[src/rtl/mlk_pkg.sv]
`timescale 1ns / 1ps
// Shared types, constants and the letter pattern table for the Morse LED keyer.
// No dependencies; every other file but rtl/mlk_checker.sv imports this package.
package mlk_pkg;

	// APB register file geometry
	localparam int ADDR_W = 5;
	localparam int DATA_W = 32;
	localparam int TICK_W = 16;

	// Default depth of the queue between front and back
	localparam int QUEUE_DEPTH_DEF = 2;

	// Register indexes (byte address = 4 * index)
	typedef enum logic [2:0] {
		REG_SHORT_ON  = 3'd0,
		REG_LONG_ON   = 3'd1,
		REG_ELEM_GAP  = 3'd2,
		REG_CHAR_GAP  = 3'd3,
		REG_WORD_GAP  = 3'd4
	} reg_idx_t;

	// Register reset values
	localparam logic [TICK_W-1:0] SHORT_ON_RST = 16'd200;
	localparam logic [TICK_W-1:0] LONG_ON_RST  = 16'd700;
	localparam logic [TICK_W-1:0] ELEM_GAP_RST = 16'd100;
	localparam logic [TICK_W-1:0] CHAR_GAP_RST = 16'd300;
	localparam logic [TICK_W-1:0] WORD_GAP_RST = 16'd700;

	// Character codes the front end recognizes
	localparam logic [7:0] CHAR_A     = 8'h61;
	localparam logic [7:0] CHAR_Z     = 8'h7A;
	localparam logic [7:0] CHAR_NL    = 8'h0A;
	localparam logic [7:0] CHAR_SPACE = 8'h20;

	// Item opcodes on the input channel
	localparam logic OP_CHAR = 1'b0;
	localparam logic OP_TICK = 1'b1;

	typedef struct packed {
		logic [TICK_W-1:0] short_on;
		logic [TICK_W-1:0] long_on;
		logic [TICK_W-1:0] elem_gap;
		logic [TICK_W-1:0] char_gap;
		logic [TICK_W-1:0] word_gap;
	} cfg_t;

	// Classified request kinds
	typedef enum logic [1:0] {
		CMD_TICK   = 2'd0,
		CMD_LETTER = 2'd1,
		CMD_WORD   = 2'd2,
		CMD_OTHER  = 2'd3
	} cmd_kind_t;

	typedef struct packed {
		cmd_kind_t   kind;
		logic [3:0]  pattern;
		logic [2:0]  left;
	} cmd_t;

	// Player phases
	typedef enum logic [2:0] {
		PH_IDLE = 3'd0,
		PH_ON   = 3'd1,
		PH_EGAP = 3'd2,
		PH_CGAP = 3'd3,
		PH_WORD = 3'd4
	} phase_t;

	// Letter table: length in high nibble, elements (bit 0 first, 1 = dash) low
	function automatic logic [7:0] letter_rom(input logic [4:0] idx);
		logic [7:0] e;
		case (idx)
			5'd0:  e = 8'h22;
			5'd1:  e = 8'h41;
			5'd2:  e = 8'h45;
			5'd3:  e = 8'h31;
			5'd4:  e = 8'h10;
			5'd5:  e = 8'h44;
			5'd6:  e = 8'h33;
			5'd7:  e = 8'h40;
			5'd8:  e = 8'h20;
			5'd9:  e = 8'h4E;
			5'd10: e = 8'h35;
			5'd11: e = 8'h42;
			5'd12: e = 8'h23;
			5'd13: e = 8'h21;
			5'd14: e = 8'h37;
			5'd15: e = 8'h46;
			5'd16: e = 8'h4B;
			5'd17: e = 8'h32;
			5'd18: e = 8'h30;
			5'd19: e = 8'h11;
			5'd20: e = 8'h34;
			5'd21: e = 8'h48;
			5'd22: e = 8'h36;
			5'd23: e = 8'h49;
			5'd24: e = 8'h4D;
			5'd25: e = 8'h43;
			default: e = 8'h00;
		endcase
		return e;
	endfunction

endpackage

[src/rtl/mlk_regs.sv]
`timescale 1ns / 1ps
// APB-style register file holding the five timing registers.
// Depends on mlk_pkg.
module mlk_regs (
	input  logic                       clk,
	input  logic                       arst_n,
	input  logic                       psel,
	input  logic                       penable,
	input  logic                       pwrite,
	input  logic [mlk_pkg::ADDR_W-1:0] paddr,
	input  logic [mlk_pkg::DATA_W-1:0] pwdata,
	output logic [mlk_pkg::DATA_W-1:0] prdata,
	output logic                       pready,
	output mlk_pkg::cfg_t              cfg
);
	import mlk_pkg::*;

	cfg_t     cfg_q;
	reg_idx_t idx;
	logic     wr_en;
	logic [TICK_W-1:0] rd_val;

	assign idx    = reg_idx_t'(paddr[ADDR_W-1:2]);
	assign wr_en  = psel & penable & pwrite;
	assign pready = 1'b1;
	assign cfg    = cfg_q;

	// Write the addressed register on the access cycle
	always_ff @(posedge clk or negedge arst_n) begin
		if (!arst_n) begin
			cfg_q.short_on <= SHORT_ON_RST;
			cfg_q.long_on  <= LONG_ON_RST;
			cfg_q.elem_gap <= ELEM_GAP_RST;
			cfg_q.char_gap <= CHAR_GAP_RST;
			cfg_q.word_gap <= WORD_GAP_RST;
		end else if (wr_en) begin
			case (idx)
				REG_SHORT_ON: cfg_q.short_on <= pwdata[TICK_W-1:0];
				REG_LONG_ON:  cfg_q.long_on  <= pwdata[TICK_W-1:0];
				REG_ELEM_GAP: cfg_q.elem_gap <= pwdata[TICK_W-1:0];
				REG_CHAR_GAP: cfg_q.char_gap <= pwdata[TICK_W-1:0];
				REG_WORD_GAP: cfg_q.word_gap <= pwdata[TICK_W-1:0];
				default: ;
			endcase
		end
	end

	// Read mux
	always_comb begin
		case (idx)
			REG_SHORT_ON: rd_val = cfg_q.short_on;
			REG_LONG_ON:  rd_val = cfg_q.long_on;
			REG_ELEM_GAP: rd_val = cfg_q.elem_gap;
			REG_CHAR_GAP: rd_val = cfg_q.char_gap;
			REG_WORD_GAP: rd_val = cfg_q.word_gap;
			default:      rd_val = '0;
		endcase
	end

	assign prdata = {{(DATA_W-TICK_W){1'b0}}, rd_val};

endmodule

[src/rtl/mlk_front.sv]
`timescale 1ns / 1ps
// Front end: accepts input items, classifies them and looks up letter patterns,
// then holds the classified requests in a short queue. Depends on mlk_pkg.
module mlk_front #(
	parameter int QUEUE_DEPTH = mlk_pkg::QUEUE_DEPTH_DEF
) (
	input  logic           clk,
	input  logic           arst_n,
	input  logic           in_valid,
	output logic           in_ready,
	input  logic           op,
	input  logic [7:0]     char_code,
	output logic           cmd_valid,
	output mlk_pkg::cmd_t  cmd,
	input  logic           cmd_pop
);
	import mlk_pkg::*;

	localparam int PTR_W = (QUEUE_DEPTH > 1) ? $clog2(QUEUE_DEPTH) : 1;
	localparam int CNT_W = $clog2(QUEUE_DEPTH + 1);
	localparam logic [PTR_W-1:0] PTR_LAST = PTR_W'(QUEUE_DEPTH - 1);
	localparam logic [CNT_W-1:0] CNT_FULL = CNT_W'(QUEUE_DEPTH);

	cmd_t             fifo_q [QUEUE_DEPTH];
	logic [PTR_W-1:0] wr_ptr_q;
	logic [PTR_W-1:0] rd_ptr_q;
	logic [CNT_W-1:0] count_q;
	cmd_t             cls;
	logic [7:0]       rom_e;
	logic             push;
	logic             pop;

	// Classify the offered item
	always_comb begin
		rom_e       = letter_rom(5'(char_code - CHAR_A));
		cls.kind    = CMD_OTHER;
		cls.pattern = rom_e[3:0];
		cls.left    = 3'(rom_e[7:4] - 4'd1);
		if (op == OP_TICK) begin
			cls.kind = CMD_TICK;
		end else if (char_code == CHAR_NL || char_code == CHAR_SPACE) begin
			cls.kind = CMD_WORD;
		end else if (char_code >= CHAR_A && char_code <= CHAR_Z) begin
			cls.kind = CMD_LETTER;
		end
	end

	assign in_ready  = (count_q != CNT_FULL);
	assign push      = in_valid & in_ready;
	assign pop       = cmd_pop & cmd_valid;
	assign cmd_valid = (count_q != '0);
	assign cmd       = fifo_q[rd_ptr_q];

	// Store classified requests
	always_ff @(posedge clk) begin
		if (push) begin
			fifo_q[wr_ptr_q] <= cls;
		end
	end

	// Advance pointers and occupancy
	always_ff @(posedge clk or negedge arst_n) begin
		if (!arst_n) begin
			wr_ptr_q <= '0;
			rd_ptr_q <= '0;
			count_q  <= '0;
		end else begin
			if (push) begin
				wr_ptr_q <= (wr_ptr_q == PTR_LAST) ? '0 : wr_ptr_q + 1'b1;
			end
			if (pop) begin
				rd_ptr_q <= (rd_ptr_q == PTR_LAST) ? '0 : rd_ptr_q + 1'b1;
			end
			if (push && !pop) begin
				count_q <= count_q + 1'b1;
			end else if (pop && !push) begin
				count_q <= count_q - 1'b1;
			end
		end
	end

endmodule

[src/rtl/mlk_back.sv]
`timescale 1ns / 1ps
// Back end: plays queued requests on the LED state machine and registers one
// result per request. Depends on mlk_pkg.
module mlk_back (
	input  logic           clk,
	input  logic           arst_n,
	input  mlk_pkg::cfg_t  cfg,
	input  logic           cmd_valid,
	input  mlk_pkg::cmd_t  cmd,
	output logic           cmd_pop,
	output logic           out_valid,
	input  logic           out_ready,
	output logic           led,
	output logic           busy_res,
	output logic           accepted
);
	import mlk_pkg::*;

	typedef struct packed {
		phase_t            phase;
		logic [TICK_W-1:0] cnt;
		logic [3:0]        pattern;
		logic [2:0]        left;
	} play_t;

	play_t  st_q;
	play_t  st_d;
	logic   acc_d;
	logic   fire;
	logic   out_valid_q;
	logic   led_q;
	logic   busy_q;
	logic   acc_q;
	logic   led_d;
	logic   busy_d;

	// Char gap after the last element, or idle when it has zero length
	function automatic play_t after_last(input play_t s, input cfg_t c);
		play_t r;
		r = s;
		if (c.char_gap != '0) begin
			r.phase = PH_CGAP;
			r.cnt   = c.char_gap;
		end else begin
			r.phase = PH_IDLE;
			r.cnt   = '0;
		end
		return r;
	endfunction

	// Start the element in bit 0, skipping zero-length phases
	function automatic play_t start_elem(input play_t s, input cfg_t c);
		play_t             r;
		play_t             p;
		logic              done;
		logic [TICK_W-1:0] on_t;
		r    = s;
		p    = s;
		done = 1'b0;
		for (int i = 0; i < 4; i++) begin
			if (!done) begin
				on_t = p.pattern[0] ? c.long_on : c.short_on;
				if (on_t != '0) begin
					r       = p;
					r.phase = PH_ON;
					r.cnt   = on_t;
					done    = 1'b1;
				end else if (c.elem_gap != '0) begin
					r       = p;
					r.phase = PH_EGAP;
					r.cnt   = c.elem_gap;
					done    = 1'b1;
				end else if (p.left != '0) begin
					p.pattern = {1'b0, p.pattern[3:1]};
					p.left    = p.left - 1'b1;
				end else begin
					r    = after_last(p, c);
					done = 1'b1;
				end
			end
		end
		if (!done) begin
			r = after_last(p, c);
		end
		return r;
	endfunction

	// Move past the end of an element gap
	function automatic play_t next_elem(input play_t s, input cfg_t c);
		play_t r;
		play_t n;
		n = s;
		if (s.left != '0) begin
			n.pattern = {1'b0, s.pattern[3:1]};
			n.left    = s.left - 1'b1;
			r         = start_elem(n, c);
		end else begin
			r = after_last(s, c);
		end
		return r;
	endfunction

	assign fire    = cmd_valid & (~out_valid_q | out_ready);
	assign cmd_pop = fire;

	// Next state of the player
	always_comb begin
		st_d  = st_q;
		acc_d = 1'b0;
		if (cmd.kind == CMD_TICK) begin
			if (st_q.phase != PH_IDLE) begin
				if (st_q.cnt > 16'd1) begin
					st_d.cnt = st_q.cnt - 1'b1;
				end else begin
					case (st_q.phase)
						PH_ON: begin
							if (cfg.elem_gap != '0) begin
								st_d.phase = PH_EGAP;
								st_d.cnt   = cfg.elem_gap;
							end else begin
								st_d = next_elem(st_q, cfg);
							end
						end
						PH_EGAP: st_d = next_elem(st_q, cfg);
						default: begin
							st_d.phase = PH_IDLE;
							st_d.cnt   = '0;
						end
					endcase
				end
			end
		end else if (st_q.phase == PH_IDLE) begin
			acc_d = 1'b1;
			case (cmd.kind)
				CMD_WORD: begin
					if (cfg.word_gap != '0) begin
						st_d.phase = PH_WORD;
						st_d.cnt   = cfg.word_gap;
					end
				end
				CMD_LETTER: begin
					st_d.pattern = cmd.pattern;
					st_d.left    = cmd.left;
					st_d         = start_elem(st_d, cfg);
				end
				default: ;
			endcase
		end
	end

	// Result fields from the new state
	always_comb begin
		led_d  = (st_d.phase == PH_ON);
		busy_d = (st_d.phase != PH_IDLE);
	end

	// Hold player state
	always_ff @(posedge clk or negedge arst_n) begin
		if (!arst_n) begin
			st_q.phase   <= PH_IDLE;
			st_q.cnt     <= '0;
			st_q.pattern <= '0;
			st_q.left    <= '0;
		end else if (fire) begin
			st_q <= st_d;
		end
	end

	// Output register
	always_ff @(posedge clk or negedge arst_n) begin
		if (!arst_n) begin
			out_valid_q <= 1'b0;
		end else if (fire) begin
			out_valid_q <= 1'b1;
		end else if (out_ready) begin
			out_valid_q <= 1'b0;
		end
	end

	always_ff @(posedge clk) begin
		if (fire) begin
			led_q  <= led_d;
			busy_q <= busy_d;
			acc_q  <= acc_d;
		end
	end

	assign out_valid = out_valid_q;
	assign led       = led_q;
	assign busy_res  = busy_q;
	assign accepted  = acc_q;

endmodule

[src/rtl/morse_led_keyer.sv]
`timescale 1ns / 1ps
// Morse LED keyer top level: register file, classifying front end with queue,
// and the playing back end. Depends on mlk_pkg, mlk_regs, mlk_front, mlk_back.
// Throughput: one request per cycle while the output is not stalled.
// The queue of QUEUE_DEPTH entries lets the input run on while the output stalls.
// Reset: asynchronous, active low; registers load their defaults.
module morse_led_keyer #(
	parameter int QUEUE_DEPTH = mlk_pkg::QUEUE_DEPTH_DEF
) (
	input  logic                       clk,
	input  logic                       arst_n,
	input  logic                       psel,
	input  logic                       penable,
	input  logic                       pwrite,
	input  logic [mlk_pkg::ADDR_W-1:0] paddr,
	input  logic [mlk_pkg::DATA_W-1:0] pwdata,
	output logic [mlk_pkg::DATA_W-1:0] prdata,
	output logic                       pready,
	input  logic                       in_valid,
	output logic                       in_ready,
	input  logic                       op,
	input  logic [7:0]                 char_code,
	output logic                       out_valid,
	input  logic                       out_ready,
	output logic                       led,
	output logic                       busy_res,
	output logic                       accepted
);
	import mlk_pkg::*;

	cfg_t cfg;
	cmd_t cmd;
	logic cmd_valid;
	logic cmd_pop;

	mlk_regs u_regs (
		.clk     (clk),
		.arst_n  (arst_n),
		.psel    (psel),
		.penable (penable),
		.pwrite  (pwrite),
		.paddr   (paddr),
		.pwdata  (pwdata),
		.prdata  (prdata),
		.pready  (pready),
		.cfg     (cfg)
	);

	mlk_front #(
		.QUEUE_DEPTH (QUEUE_DEPTH)
	) u_front (
		.clk       (clk),
		.arst_n    (arst_n),
		.in_valid  (in_valid),
		.in_ready  (in_ready),
		.op        (op),
		.char_code (char_code),
		.cmd_valid (cmd_valid),
		.cmd       (cmd),
		.cmd_pop   (cmd_pop)
	);

	mlk_back u_back (
		.clk       (clk),
		.arst_n    (arst_n),
		.cfg       (cfg),
		.cmd_valid (cmd_valid),
		.cmd       (cmd),
		.cmd_pop   (cmd_pop),
		.out_valid (out_valid),
		.out_ready (out_ready),
		.led       (led),
		.busy_res  (busy_res),
		.accepted  (accepted)
	);

endmodule

[config.mk]
export PLATFORM = sky130hd
export DESIGN_NAME = morse_led_keyer
export DESIGN_NICKNAME = d
export VERILOG_FILES = /design/src/rtl/mlk_pkg.sv /design/src/rtl/mlk_regs.sv /design/src/rtl/mlk_front.sv /design/src/rtl/mlk_back.sv /design/src/rtl/morse_led_keyer.sv
export SDC_FILE = /design/constraint.sdc
export NUM_CORES = 1
export LEC_CHECK = 0
export BUFFER_PORTS_ARGS = -buffer_cell sky130_fd_sc_hd__buf_2
export CAP_MARGIN = 20
export CORE_UTILIZATION = 35
export DETAILED_ROUTE_END_ITERATION = 16
export PLACE_DENSITY = 0.54
export SETUP_SLACK_MARGIN = 0.15
export SYNTH_ARGS = -nofsm -noshare
export SYNTH_HDL_FRONTEND = slang
export SYNTH_HIERARCHICAL = 1
export SYNTH_SLANG_ARGS = --single-unit
[constraint.sdc]
create_clock -name clk -period 9.1 [get_ports clk]
set_input_delay 0.91 -clock clk [delete_from_list [all_inputs] [get_ports clk]]
set_output_delay 0.91 -clock clk [all_outputs]
set_load 0.01 [all_outputs]
[Word-level counts from Yosys, hierarchy flattened]
Memories as Yosys holds them, arrays and structs flattened.
Cells that the tools add are included.
Storage, ports and cells
  flip-flop bits (word level): 114
  RAM bits: 18
  ROM bits: 224
  input port bits: 53
  output and inout port bits: 38
  logic and storage cells: 391
  memories kept: 2
Memory list
  (name not given): words 32, bits a word 7, read ports 1, clocked after memory_dff 0, wr ports 0, line mlk_pkg.sv:74  | case (idx)
  u_front.fifo_q: words 2, bits a word 9, read ports 1, clocked after memory_dff 0, wr ports 1, line mlk_front.sv:24  | cmd_t fifo_q [QUEUE_DEPTH];
Operators by class
  $add $sub $neg: 19
  magnitude comparators: 3
  equality and inequality tests: 19
  multiplexer cells: 275
  bitwise gates (word level): 7
  reduce and logical (&&, ||, !) cells: 50
Operators by type and width (number)
  26-bit two-way mux: 62
  7-bit two-way mux: 83
  16-bit nonzero test: 14
  16-bit two-way mux: 12
  1-bit two-way mux: 103
  16-bit one-hot mux with 5 select lines: 1
  19-bit one-hot mux with 2 select lines: 2
  3-bit nonzero test: 15
  3-bit by 1-bit subtractor with 3-bit output (second input constant): 13
  19-bit two-way mux: 2
  18-bit two-way mux: 1
  16-bit by 1-bit > comparator with 1-bit output (second input constant): 1
  16-bit by 1-bit subtractor with 16-bit output (second input constant): 1
  7-bit one-hot mux with 2 select lines: 1
  6-bit two-way mux: 2
  3-bit != test (second input constant): 4
  2-bit two-way mux: 5
  2-bit AND reduction: 5
  2-bit nonzero test: 5
  3-bit by 1-bit == test with 1-bit output (second input constant): 3
  3-bit by 2-bit == test with 1-bit output (second input constant): 3
  9-bit AND reduction: 1
  8-bit by 4-bit == test with 1-bit output (second input constant): 1
  8-bit by 6-bit == test with 1-bit output (second input constant): 1
  21 further kinds: 32

[Logic depth before layout (Yosys ltp)]
Gate-level depths: netlist of the first run.
  depth in word-level cells: 48
  gate-level depth with buffers: 39
  depth with buffers taken out: 34

[Modules after synthesis]
Netlist of the first run, hierarchy kept.
By module, submodules not included
  mlk_back: instances 1, cells each 1774, area each 11245.8 um2, seq. area each 740.7 um2
  mlk_regs: instances 1, cells each 275, area each 3870.0 um2, seq. area each 2029.4 um2
  mlk_front: instances 1, cells each 178, area each 1670.4 um2, seq. area each 640.6 um2

[Least setup slack after synthesis of the first run]
No wires, ideal clock.
  kind: reg2reg
  start: reg u_back/st_q[0] in the netlist's numbering
  end: reg u_back/st_q[9] in the netlist's numbering
  library setup time: 0.064 ns
  data arrival time: 7.752 ns
  required time: 9.036 ns
  slack: 1.283 ns
  stages on the path, launching flop included: 38
  path buffers: 6
  period minus slack after synthesis: 7.817 ns
  cells stage by stage: dfrtp_1 > inv_2 > ha_1 > ha_1 > ha_1 > clkbuf_1 > inv_1 > o221ai_1 > nor2_1 > clkbuf_1 > nand2_1 > xnor2_1 > ha_1 > ha_1 > clkbuf_1 > nor2_1 > a21oi_2 > buf_2 > [... 2 more ...] > ha_1 > inv_1 > nand2_1 > nor2_1 > and3_1 > clkbuf_1 > and2_1 > nor2_1 > ha_1 > ha_1 > clkbuf_1 > or4_4 > o211ai_1 > a21oi_1 > o211ai_1 > o211ai_1 > a211oi_1 > a211o_1
On the way
  longest elaborated chain between the ends: 47
  elaborated cells between the ends (all ways): 191
  classes of those cells: add/sub (6); mux (171); reduce/logical (14)
Ends and longest elaborated chain
  from (decl): line mlk_back.sv:26  | play_t st_q;
  from (signal assigned): line mlk_back.sv:165  | st_q <= st_d;
  3-bit by 1-bit subtractor with 3-bit output: line mlk_back.sv:95  | n.left = s.left - 1'b1;
  3-bit by 1-bit subtractor with 3-bit output or 3-bit nonzero test (tied branches): line mlk_back.sv:75, mlk_back.sv:73
  6-bit two-way mux: line mlk_back.sv:73  | end else if (p.left != '0) begin
  7-bit two-way mux: line mlk_back.sv:63  | if (on_t != '0) begin
  7-bit two-way mux: line mlk_back.sv:93  | if (s.left != '0) begin
  7-bit two-way mux: line mlk_back.sv:117  | if (cfg.elem_gap != '0) begin
  7-bit two-way mux: line mlk_back.sv:115  | case (st_q.phase)
  7-bit two-way mux: line mlk_back.sv:112  | if (st_q.cnt > 16'd1) begin
  [... 31 more ...]
  1-bit two-way mux: line mlk_back.sv:110  | if (cmd.kind == CMD_TICK) begin
  26-bit two-way mux: line mlk_back.sv:82  | if (!done) begin
  26-bit two-way mux: line mlk_back.sv:93
  19-bit two-way mux: line mlk_back.sv:117
  19-bit one-hot mux with 2 select lines (*): line mlk_back.sv:115
  16-bit two-way mux (*): line mlk_back.sv:112
  26-bit two-way mux (*): line mlk_back.sv:111  | if (st_q.phase != PH_IDLE) begin
  26-bit two-way mux (*): line mlk_back.sv:110
Every way passes the cells marked *; elsewhere a longest branch is shown, timed or not. The select of a mux whose other input is x is not followed.
A chain may end at the register's enable or synchronous reset.

[Final worst setup path of the first run]
  start: reg u_regs.cfg_q, in the netlist u_regs/cfg[67]
  end: reg u_back/st_q[20] in the netlist's numbering
On the way
  longest elaborated chain between the ends: 46
  elaborated cells between the ends (all ways): 258
  classes of those cells: add/sub (6); mux (232); reduce/logical (20)
Ends and longest elaborated chain
  from (decl): line mlk_regs.sv:18  | cfg_t cfg_q;
  16-bit two-way mux: line mlk_back.sv:62  | on_t = p.pattern[0] ? c.long_on : c.short_on;
  16-bit nonzero test: line mlk_back.sv:63
  7-bit two-way mux: line mlk_back.sv:63
  7-bit two-way mux: line mlk_back.sv:93
  7-bit two-way mux: line mlk_back.sv:117
  7-bit two-way mux: line mlk_back.sv:115
  7-bit two-way mux: line mlk_back.sv:112
  7-bit two-way mux: line mlk_back.sv:111
  [... 30 more ...]
  1-bit two-way mux: line mlk_back.sv:110
  26-bit two-way mux: line mlk_back.sv:82
  26-bit two-way mux: line mlk_back.sv:93
  19-bit two-way mux: line mlk_back.sv:117
  19-bit one-hot mux with 2 select lines: line mlk_back.sv:115
  16-bit two-way mux: line mlk_back.sv:112
  26-bit two-way mux: line mlk_back.sv:111
  26-bit two-way mux (*): line mlk_back.sv:110
Marked as above.

==> results of run 1 <==
[cell families (layout without fill, tap and decap cells)]
logic type	Yosys count	in the layout	share of synthesized area [%]
and+or+nand+nor	737	737	21.04
xor gates and xnor gates	31	31	1.662
muxes	234	234	15.24
buffers and inverters	268	258	6.850
DFF	131	131	20.32
AOI/OAI and AO/OA	778	778	31.42
adders and majority gates	46	46	3.429
other	2	18	0.04474
[cells in the mapped netlist, types with 25 or more instances]
master                       n
sky130_fd_sc_hd__a22oi_1    27
sky130_fd_sc_hd__mux2_2    122
sky130_fd_sc_hd__o21ai_0   139
sky130_fd_sc_hd__a211oi_1   49
sky130_fd_sc_hd__mux2i_1   101
sky130_fd_sc_hd__nand2_1   231
sky130_fd_sc_hd__a32oi_1    27
sky130_fd_sc_hd__inv_1      51
sky130_fd_sc_hd__dfrtp_1    88
sky130_fd_sc_hd__nor2_1    211
sky130_fd_sc_hd__o211ai_1   44
sky130_fd_sc_hd__clkbuf_1  147
sky130_fd_sc_hd__buf_2      27
sky130_fd_sc_hd__a21oi_1   182
sky130_fd_sc_hd__ha_1       46
sky130_fd_sc_hd__nor3_1     45
sky130_fd_sc_hd__nand3_1    59
sky130_fd_sc_hd__nor4_1     44
sky130_fd_sc_hd__a31oi_1    45
sky130_fd_sc_hd__o22ai_1    28
sky130_fd_sc_hd__xnor2_1    25
[power breakdown]
group	leakage [nW]	switching [mW]	total, mW	internal [mW]
clock network	0.288	0.304	0.708	0.403
logic	5.19	2.30	3.42	1.12
registers	1.54	0.336	1.11	0.779
[how the worst max path moves through the flow]
stage,start,to,slack (ps),depth (start not counted)
final,u_regs/cfg[67]$_DFFE_PN1P_,u_back/st_q[20]$_DFFE_PN0P_,600,30
after global routing,u_regs/cfg[71]$_DFFE_PN1P_,u_back/st_q[20]$_DFFE_PN0P_,240,30
after CTS,u_regs/cfg[67]$_DFFE_PN1P_,u_back/busy_res$_DFFE_PP_,960,30
after detailed placement,u_regs/cfg[67]$_DFFE_PN1P_,u_back/busy_res$_DFFE_PP_,980,30
after global placement,u_regs/cfg[56]$_DFFE_PN0P_,u_back/st_q[14]$_DFFE_PN0P_,810,32
after floorplan,u_back/st_q[0]$_DFFE_PN0P_,u_back/st_q[9]$_DFFE_PN0P_,1280,37
[metrics by stage]
| stage | setup WS (ps) | power [mW] | util [%] | hold slack, ps |
|---|---|---|---|---|
| final | 601.0 | 5.244 | 39.33 | 493.4 |
| after global routing | 243.0 | 5.425 | 39.33 | 520.5 |
| after CTS | 958.5 | 5.082 | 39.33 | 498.1 |
| after detailed placement | 981.9 | 4.356 | 38.09 | 483.3 |
| after global placement | 812.8 | 4.317 | 38.05 | 476.8 |
| after floorplan | 1283 | 3.055 | - | 455.9 |
[state kept, by name, indices dropped and copies added, names as in the netlist]
signal	cells
u_back/busy_res	1
u_regs/cfg	80
u_front/wr_ptr_q	1
u_front/fifo_q	18
u_back/accepted	1
u_front/rd_ptr_q	1
u_back/st_q	25
u_front/count_q	2
u_back/out_valid	1
u_back/led	1
[layout make-up]
| class | instances | area share (%) |
|---|---|---|
| inverter | 54 | 1.098 |
| tap | 607 | 4.112 |
| clock buffer | 20 | 2.534 |
| clock inverter | 12 | 0.6233 |
| sequential | 131 | 18.47 |
| timing repair buffer | 172 | 6.280 |
| antenna | 1 | 0.01355 |
| multi-input combinational | 1843 | 66.87 |
[per-layer routing]
metal / vias up / part of all wire [%]
met5: - / 0
met4: 0 / 7.3
met3: 378 / 12
met2: 1688 / 41
met1: 9819 / 40
li1: 8405 / -
==> flow_summary.rst, run 1 <==
.. list-table::
   :header-rows: 1

   * - Metric
     - Value
   * - Number of warnings printed during yosys synthesis
     - 6
   * - Final Hold Vio Count
     - 0
   * - Maximum fanout along the worst path
     - 17
   * - Die ar.
     - 48,840 um2
   * - Floorplan die height
     - 221 um
   * - Total cell area at the placement stage
     - 17,880 um2
   * - Critical hold path startpoint
     - u_front/count_q[1]$_DFFE_PN0P_
   * - First-pass iteration count of the detailed router
     - 8
   * - Highest-delay cell along the critical path
     - sky130_fd_sc_hd__nor2_1
   * - Fill cell instance count of the final layout
     - 4,847
   * - Insertion delay to the later sink of the worst-skew pair
     - 460 ps
   * - Placed wire-length estimate
     - 70,520 um
   * - Die width
     - 221 um
   * - Gate count after technology mapping
     - 2,227
   * - Final estimated routing congestion in global placement
     - 1.023
   * - Detailed-route via count
     - 20,290
   * - Worst slew margin
     - 15.66%
   * - Residual overflow from global routing
     - 0
   * - Static Leak
     - 7.012 nW
   * - Accumulated negative setup slack
     - 0 ps
   * - CTS Sinks
     - 131
   * - Multi-input gate area
     - 12,350 um2
   * - Status
     - completed
   * - Number of placed I/O pins
     - 91
   * - Cell area after synthesis
     - 16,790 um2
   * - Hold-fix buffer count after cts
     - 0
   * - Met1 track demand over resource in global routing
     - 50.37%
   * - Clk pin slew, worst setup/hold paths
     - 70 ps
   * - Syn Area/Cell
     - 7.538 um2
   * - Area added between synthesis and finish
     - 10.02%
   * - Path category of the worst min-delay check
     - reg -> reg
   * - Most frequent cells in the layout
     - sky130_fd_sc_hd__nand2_1 (231), sky130_fd_sc_hd__nor2_1 (211), sky130_fd_sc_hd__a21oi_1 (181)
   * - Most common cell after layout, fill and taps aside
     - sky130_fd_sc_hd__nand2_1
   * - Cts bufs inserted
     - 17
   * - Final max-slew violation count
     - 0
   * - Iter 0 DRT Violations
     - 3,127
   * - Fin crit share
     - 93.40%
   * - Crit path max-delay family
     - simple AND/OR/NAND/NOR gates
   * - Post-synthesis cell type with the largest combined area
     - sky130_fd_sc_hd__dfrtp_1
   * - Max cap viols
     - 0
   * - TritonCTS clock tree
     - done
   * - Worst path arrival time
     - 8820 ps
   * - Input/output buffers
     - 55
   * - Wire length reported by the detailed router
     - 97,490 um
   * - Vias in the first global route
     - 18,753
   * - Sort of element at the end of the critical path
     - flip-flop
   * - Area share of the largest cell type after synthesis
     - 13.12%
   * - Unrepaired setup endpoints after global routing
     - false
   * - Global route hottest layer
     - met2
   * - IR Drop Worst-Case VDD
     - 0.1472 mV
   * - DR vias/cell
     - 7.144
   * - Power density over cell area
     - 284.0 nW/um2
   * - Flip-flop and latch count after synthesis
     - 131
   * - Initial Utilization
     - 35.75%
   * - Length in cells of the worst reg-to-reg path
     - 30
   * - Antenna Violating Nets Remaining
     - 0
   * - Total number of H-tree levels
     - 4
   * - Hold Path End
     - u_front/count_q[1]$_DFFE_PN0P_
   * - Leading register cell type out of synthesis
     - sky130_fd_sc_hd__dfrtp_1
   * - Global Route met3 Usage
     - 10.14%
   * - Clock period minus final worst setup slack
     - 8499 ps
   * - Count of nets after finishing
     - 2,318
   * - DRC viols
     - 0
   * - Routed length per instance
     - 34.33 um
   * - Cells resized by post-CTS repair
     - 0
   * - Startpoint of the worst-slack reg-to-reg timing path
     - u_regs/cfg[67]$_DFFE_PN1P_
   * - Share of synthesized registers carrying an async set or reset
     - 83.97%
   * - Start-to-end type of the worst setup path
     - reg -> reg
   * - Nature of the critical path startpoint
     - flip-flop
   * - Delay of the slowest cell on the worst path
     - 1020 ps
   * - F_max
     - 117.7 MHz
   * - Final setup skew
     - 16.43 ps
   * - Summed area of non-filler cells in the final layout
     - 18,470 um2
   * - Share of the yosys chip area belonging to registers
     - 20.32%
   * - Area occupied by registers
     - 3411 um2
   * - Largest net degree at the start of global routing
     - 65
   * - Worst EP required
     - 9420 ps
   * - Overall Global Routing Usage
     - 38.70%
   * - Max Root-Sink Buffers
     - 2
   * - EDFF count, synth
     - 21
   * - Area of the core
     - 46,950 um2
   * - Met2 track demand over resource
     - 56.29%
   * - Count of placed standard cells including taps
     - 2,807
   * - Most numerous cell on the critical path
     - sky130_fd_sc_hd__nor2_1
   * - Layout cells sized above 1
     - 18.46%
   * - Setup Fix Bufs, Post-CTS
     - 0
   * - Number of endpoints failing setup at the final stage
     - 0
   * - First-pass GRT wire length
     - 137,800 um
   * - Number of placement rows
     - 79
   * - Count of buffering cells on the critical path with inverters included
     - 3
   * - Slew of the pin with the lowest slew margin
     - 1260 ps
   * - Reg-to-reg slack, setup
     - 600 ps
   * - Number of distinct standard cells referenced by the synthesized netlist
     - 106
   * - Master cell of the clock root buffer
     - sky130_fd_sc_hd__clkbuf_16
   * - Largest cells by area after synthesis
     - sky130_fd_sc_hd__dfrtp_1 (13%), sky130_fd_sc_hd__mux2_2 (8.2%), sky130_fd_sc_hd__mux2i_1 (6.0%), sky130_fd_sc_hd__a21oi_1 (5.4%), sky130_fd_sc_hd__nand2_1 (5.2%)
   * - Hold Crit Depth
     - 1
   * - Initial antenna violation count
     - 0
   * - Reg-to-reg endpoint
     - u_back/st_q[20]$_DFFE_PN0P_
   * - Non-filler cells in the finished layout
     - 2,840
Note: power is estimated with default switching activity, not from simulation.
==> run 2, diff against run 1 <==
--- a/config.mk
+++ b/config.mk
@@ -9,9 +9,9 @@
 export CAP_MARGIN = 20
 export CORE_UTILIZATION = 35
 export DETAILED_ROUTE_END_ITERATION = 16
-export PLACE_DENSITY = 0.54
+export PLACE_DENSITY = 0.59
+export REMOVE_ABC_BUFFERS = 1
 export SETUP_SLACK_MARGIN = 0.15
 export SYNTH_ARGS = -nofsm -noshare
 export SYNTH_HDL_FRONTEND = slang
-export SYNTH_HIERARCHICAL = 1
 export SYNTH_SLANG_ARGS = --single-unit
==> flow_summary.rst, run 2 <==
.. list-table::
   :header-rows: 1

   * - Metric
     - Value
   * - Status
     - completed
   * - Most numerous cell in the Yosys netlist
     - sky130_fd_sc_hd__nor2_1
   * - EDFF count, synth
     - 21
   * - Reg-to-reg endpoint
     - u_back.st_q[14]$_DFFE_PN0P_
   * - Total Power
     - 4.884 mW
   * - Input/output buffers
     - 55
   * - Area of the core
     - 47,850 um2
   * - Non-filler cells in the finished layout
     - 2,872
   * - Largest cells by area after synthesis
     - sky130_fd_sc_hd__dfrtp_1 (13%), sky130_fd_sc_hd__mux2i_1 (7.5%), sky130_fd_sc_hd__mux2_2 (7.0%), sky130_fd_sc_hd__nor2_1 (5.0%), sky130_fd_sc_hd__nand2_1 (4.7%)
   * - Detailed-route via count
     - 20,196
   * - Die ar.
     - 49,570 um2
   * - First-pass GRT wire length
     - 136,700 um
   * - Fin crit share
     - 92.85%
   * - Number of placed I/O pins
     - 91
   * - Number of placement rows
     - 80
   * - Share of synthesized registers carrying an async set or reset
     - 83.97%
   * - Post-synthesis cell type with the largest combined area
     - sky130_fd_sc_hd__dfrtp_1
   * - Floorplan die height
     - 222.6 um
   * - Length in cells of the worst reg-to-reg path
     - 30
   * - Summed area of non-filler cells in the final layout
     - 18,960 um2
   * - Hold Crit Depth
     - 1
   * - Maximum fanout along the worst path
     - 20
   * - Start-to-end type of the worst setup path
     - reg -> reg
   * - Area occupied by registers
     - 3411 um2
   * - Number of distinct standard cells referenced by the synthesized netlist
     - 118
   * - DRC viols
     - 0
   * - IR Drop Worst-Case VDD
     - 0.1471 mV
   * - Reg-to-reg slack, setup
     - 650 ps
   * - Unrepaired setup endpoints after global routing
     - false
   * - Power density over cell area
     - 257.5 nW/um2
   * - Sort of element at the end of the critical path
     - flip-flop
   * - Crit path from
     - u_regs.cfg[54]$_DFFE_PN0P_
   * - Max Root-Sink Buffers
     - 2
   * - Placed wire-length estimate
     - 70,370 um
   * - Highest-delay cell along the critical path
     - sky130_fd_sc_hd__nor3_1
   * - Final max-slew violation count
     - 0
   * - Die width
     - 222.6 um
   * - Most frequent cells after synthesis
     - sky130_fd_sc_hd__nor2_1 (227), sky130_fd_sc_hd__nand2_1 (212), sky130_fd_sc_hd__clkbuf_1 (176)
   * - Timing endpoint of the critical path
     - u_back.st_q[14]$_DFFE_PN0P_
   * - Most common cell after layout, fill and taps aside
     - sky130_fd_sc_hd__nor2_1
   * - First-pass iteration count of the detailed router
     - 7
   * - Share of the yosys chip area belonging to registers
     - 20.02%
   * - Slew of the pin with the lowest slew margin
     - 1235 ps
   * - Residual overflow from global routing
     - 0
   * - Routed length per instance
     - 33.73 um
   * - Startpoint of the worst-slack reg-to-reg timing path
     - u_regs.cfg[54]$_DFFE_PN0P_
   * - Clk pin slew, worst setup/hold paths
     - 90 ps
   * - Count of placed standard cells including taps
     - 2,838
   * - Master cell of the clock root buffer
     - sky130_fd_sc_hd__clkbuf_16
   * - Fill cell instance count of the final layout
     - 4,955
   * - Worst path arrival time
     - 8810 ps
   * - DR vias/cell
     - 7.032
   * - Final Hold Vio Count
     - 0
   * - TritonCTS clock tree
     - done
   * - Layout cells sized above 1
     - 20.09%
   * - Antenna Violating Nets Remaining
     - 0
   * - Path category of the worst min-delay check
     - reg -> reg
   * - Flip-flop and latch count after synthesis
     - 131
   * - Finished Core Util
     - 39.63%
   * - F_max
     - 118.3 MHz
   * - Max FFs per register
     - 80
   * - Cts bufs inserted
     - 17
   * - Total number of H-tree levels
     - 4
   * - Count of nets after finishing
     - 2,347
   * - Worst EP required
     - 9460 ps
   * - Leading register cell type out of synthesis
     - sky130_fd_sc_hd__dfrtp_1
   * - Hold-fix buffer count after cts
     - 0
   * - Cell area after synthesis
     - 17,040 um2
   * - Initial antenna violation count
     - 4
   * - Final estimated routing congestion in global placement
     - 1.036
   * - Final setup skew
     - 29.85 ps
   * - Clock period minus final worst setup slack
     - 8450 ps
   * - Most numerous cell on the critical path
     - sky130_fd_sc_hd__ha_1
   * - Wire length reported by the detailed router
     - 96,870 um
   * - Number of endpoints failing setup at the final stage
     - 0
   * - Overall Global Routing Usage
     - 38.10%
   * - Crit path max-delay family
     - simple AND/OR/NAND/NOR gates
   * - Total cell area at the placement stage
     - 18,360 um2
   * - Iter 0 DRT Violations
     - 2,597
   * - Logic depth of the worst path, buffers included
     - 30
   * - Largest net degree at the start of global routing
     - 59
   * - Area added between synthesis and finish
     - 11.29%
   * - CTS Sinks
     - 131
   * - Number of warnings printed during yosys synthesis
     - 0
   * - Initial Utilization
     - 35.61%
   * - Vias in the first global route
     - 18,610
   * - Multi-input gate area
     - 12,500 um2
   * - Nature of the critical path startpoint
     - flip-flop
   * - Setup Fix Bufs, Post-CTS
     - 0
   * - Worst slew margin
     - 17.63%
   * - Gate count after technology mapping
     - 2,233
   * - Delay of the slowest cell on the worst path
     - 680 ps
   * - Static Leak
     - 7.302 nW
   * - Syn Area/Cell
     - 7.630 um2
   * - Area share of the largest cell type after synthesis
     - 12.92%
   * - Max cap viols
     - 0
   * - Most frequent cells in the layout
     - sky130_fd_sc_hd__nor2_1 (224), sky130_fd_sc_hd__nand2_1 (212), sky130_fd_sc_hd__a21oi_1 (154), sky130_fd_sc_hd__buf_4 (154), sky130_fd_sc_hd__o21ai_0 (137)
   * - Insertion delay to the later sink of the worst-skew pair
     - 480 ps
   * - Count of buffering cells on the critical path with inverters included
     - 2
## run 2: cell types whose count changed after synthesis, sizes merged, moves of 18 or more
cell | before | now
nand3 | 59 | 34
o211ai | 44 | 22
nor2 | 213 | 231
a21oi | 188 | 160
nand2 | 232 | 213
clkbuf | 147 | 176
mux2i | 102 | 130
mux2 | 132 | 107
nor4 | 46 | 28
## run 2: cells by family (layout without fill, tap and decap cells)
group / Yosys count / count (layout) / share of synthesized area, %
adder cells (fa/ha/maj): 53 / 53 / 3.877
AO/OA/AOI/OAI: 793 / 793 / 33.10
flip-flops: 131 / 131 / 20.02
XOR/XNOR: 29 / 29 / 1.491
AND/OR/NAND/NOR: 690 / 690 / 19.33
buffers and inverters: 298 / 305 / 7.387
multiplexers: 237 / 237 / 14.75
other: 2 / 19 / 0.04408
## run 2: what timing repair did
item / CTS / global route
gates resized for setup: 0 / 2
endpoints found under the hold margin: 0 / 0
endpoints found under the setup margin: 0 / 1
## run 2: per-stage QoR
stage                     hold WS, ps  worst slack (ps)  setup TNS (ps)
after floorplan                 458.9            -903.3          -11710
after global placement          481.6             835.2               0
after detailed placement        486.8             815.0               0
after CTS                       497.2             832.6               0
after global routing            522.9             287.4               0
final                           493.3             650.3               0
## run 2: layout make-up
class | instances | share of cell area, %
antenna | 2 | 0.02639
clock buffer | 21 | 2.487
clock inverter | 11 | 0.6466
inverter | 61 | 1.207
multi-input combinational | 1819 | 65.91
sequential | 131 | 17.99
tap | 615 | 4.058
timing repair buffer | 212 | 7.680
## run 2: routing by layer
| layer | GRT usage [%] | part of all wire [%] | up-vias |
|---|---|---|---|
| met1 | 49.72 | 40 | 9903 |
| li1 | - | - | 8495 |
| met3 | 10.49 | 11 | 318 |
| met5 | 0 | 0.013 | - |
| met4 | 24.49 | 6.9 | 2 |
| met2 | 54.96 | 41 | 1478 |
## run 2: how the worst min path moves through the flow
stage | start | endpoint | slack [ps]
after floorplan | u_back.st_q[2]$_DFFE_PN0P_ | u_back.st_q[2]$_DFFE_PN0P_ | 460
final | u_front.wr_ptr_q$_DFFE_PN0P_ | u_front.wr_ptr_q$_DFFE_PN0P_ | 490
after detailed placement | u_front.wr_ptr_q$_DFFE_PN0P_ | u_front.wr_ptr_q$_DFFE_PN0P_ | 490
after global placement | u_front.wr_ptr_q$_DFFE_PN0P_ | u_front.wr_ptr_q$_DFFE_PN0P_ | 480
after global routing | u_back.st_q[2]$_DFFE_PN0P_ | u_back.st_q[2]$_DFFE_PN0P_ | 520
after CTS | u_front.wr_ptr_q$_DFFE_PN0P_ | u_front.wr_ptr_q$_DFFE_PN0P_ | 500
## run 2: power by group
group          internal, mW  switching, mW  total [mW]
logic                  1.03           2.10        3.13
clock network         0.427          0.303       0.730
registers             0.762          0.261        1.02
total                  2.22           2.66        4.88
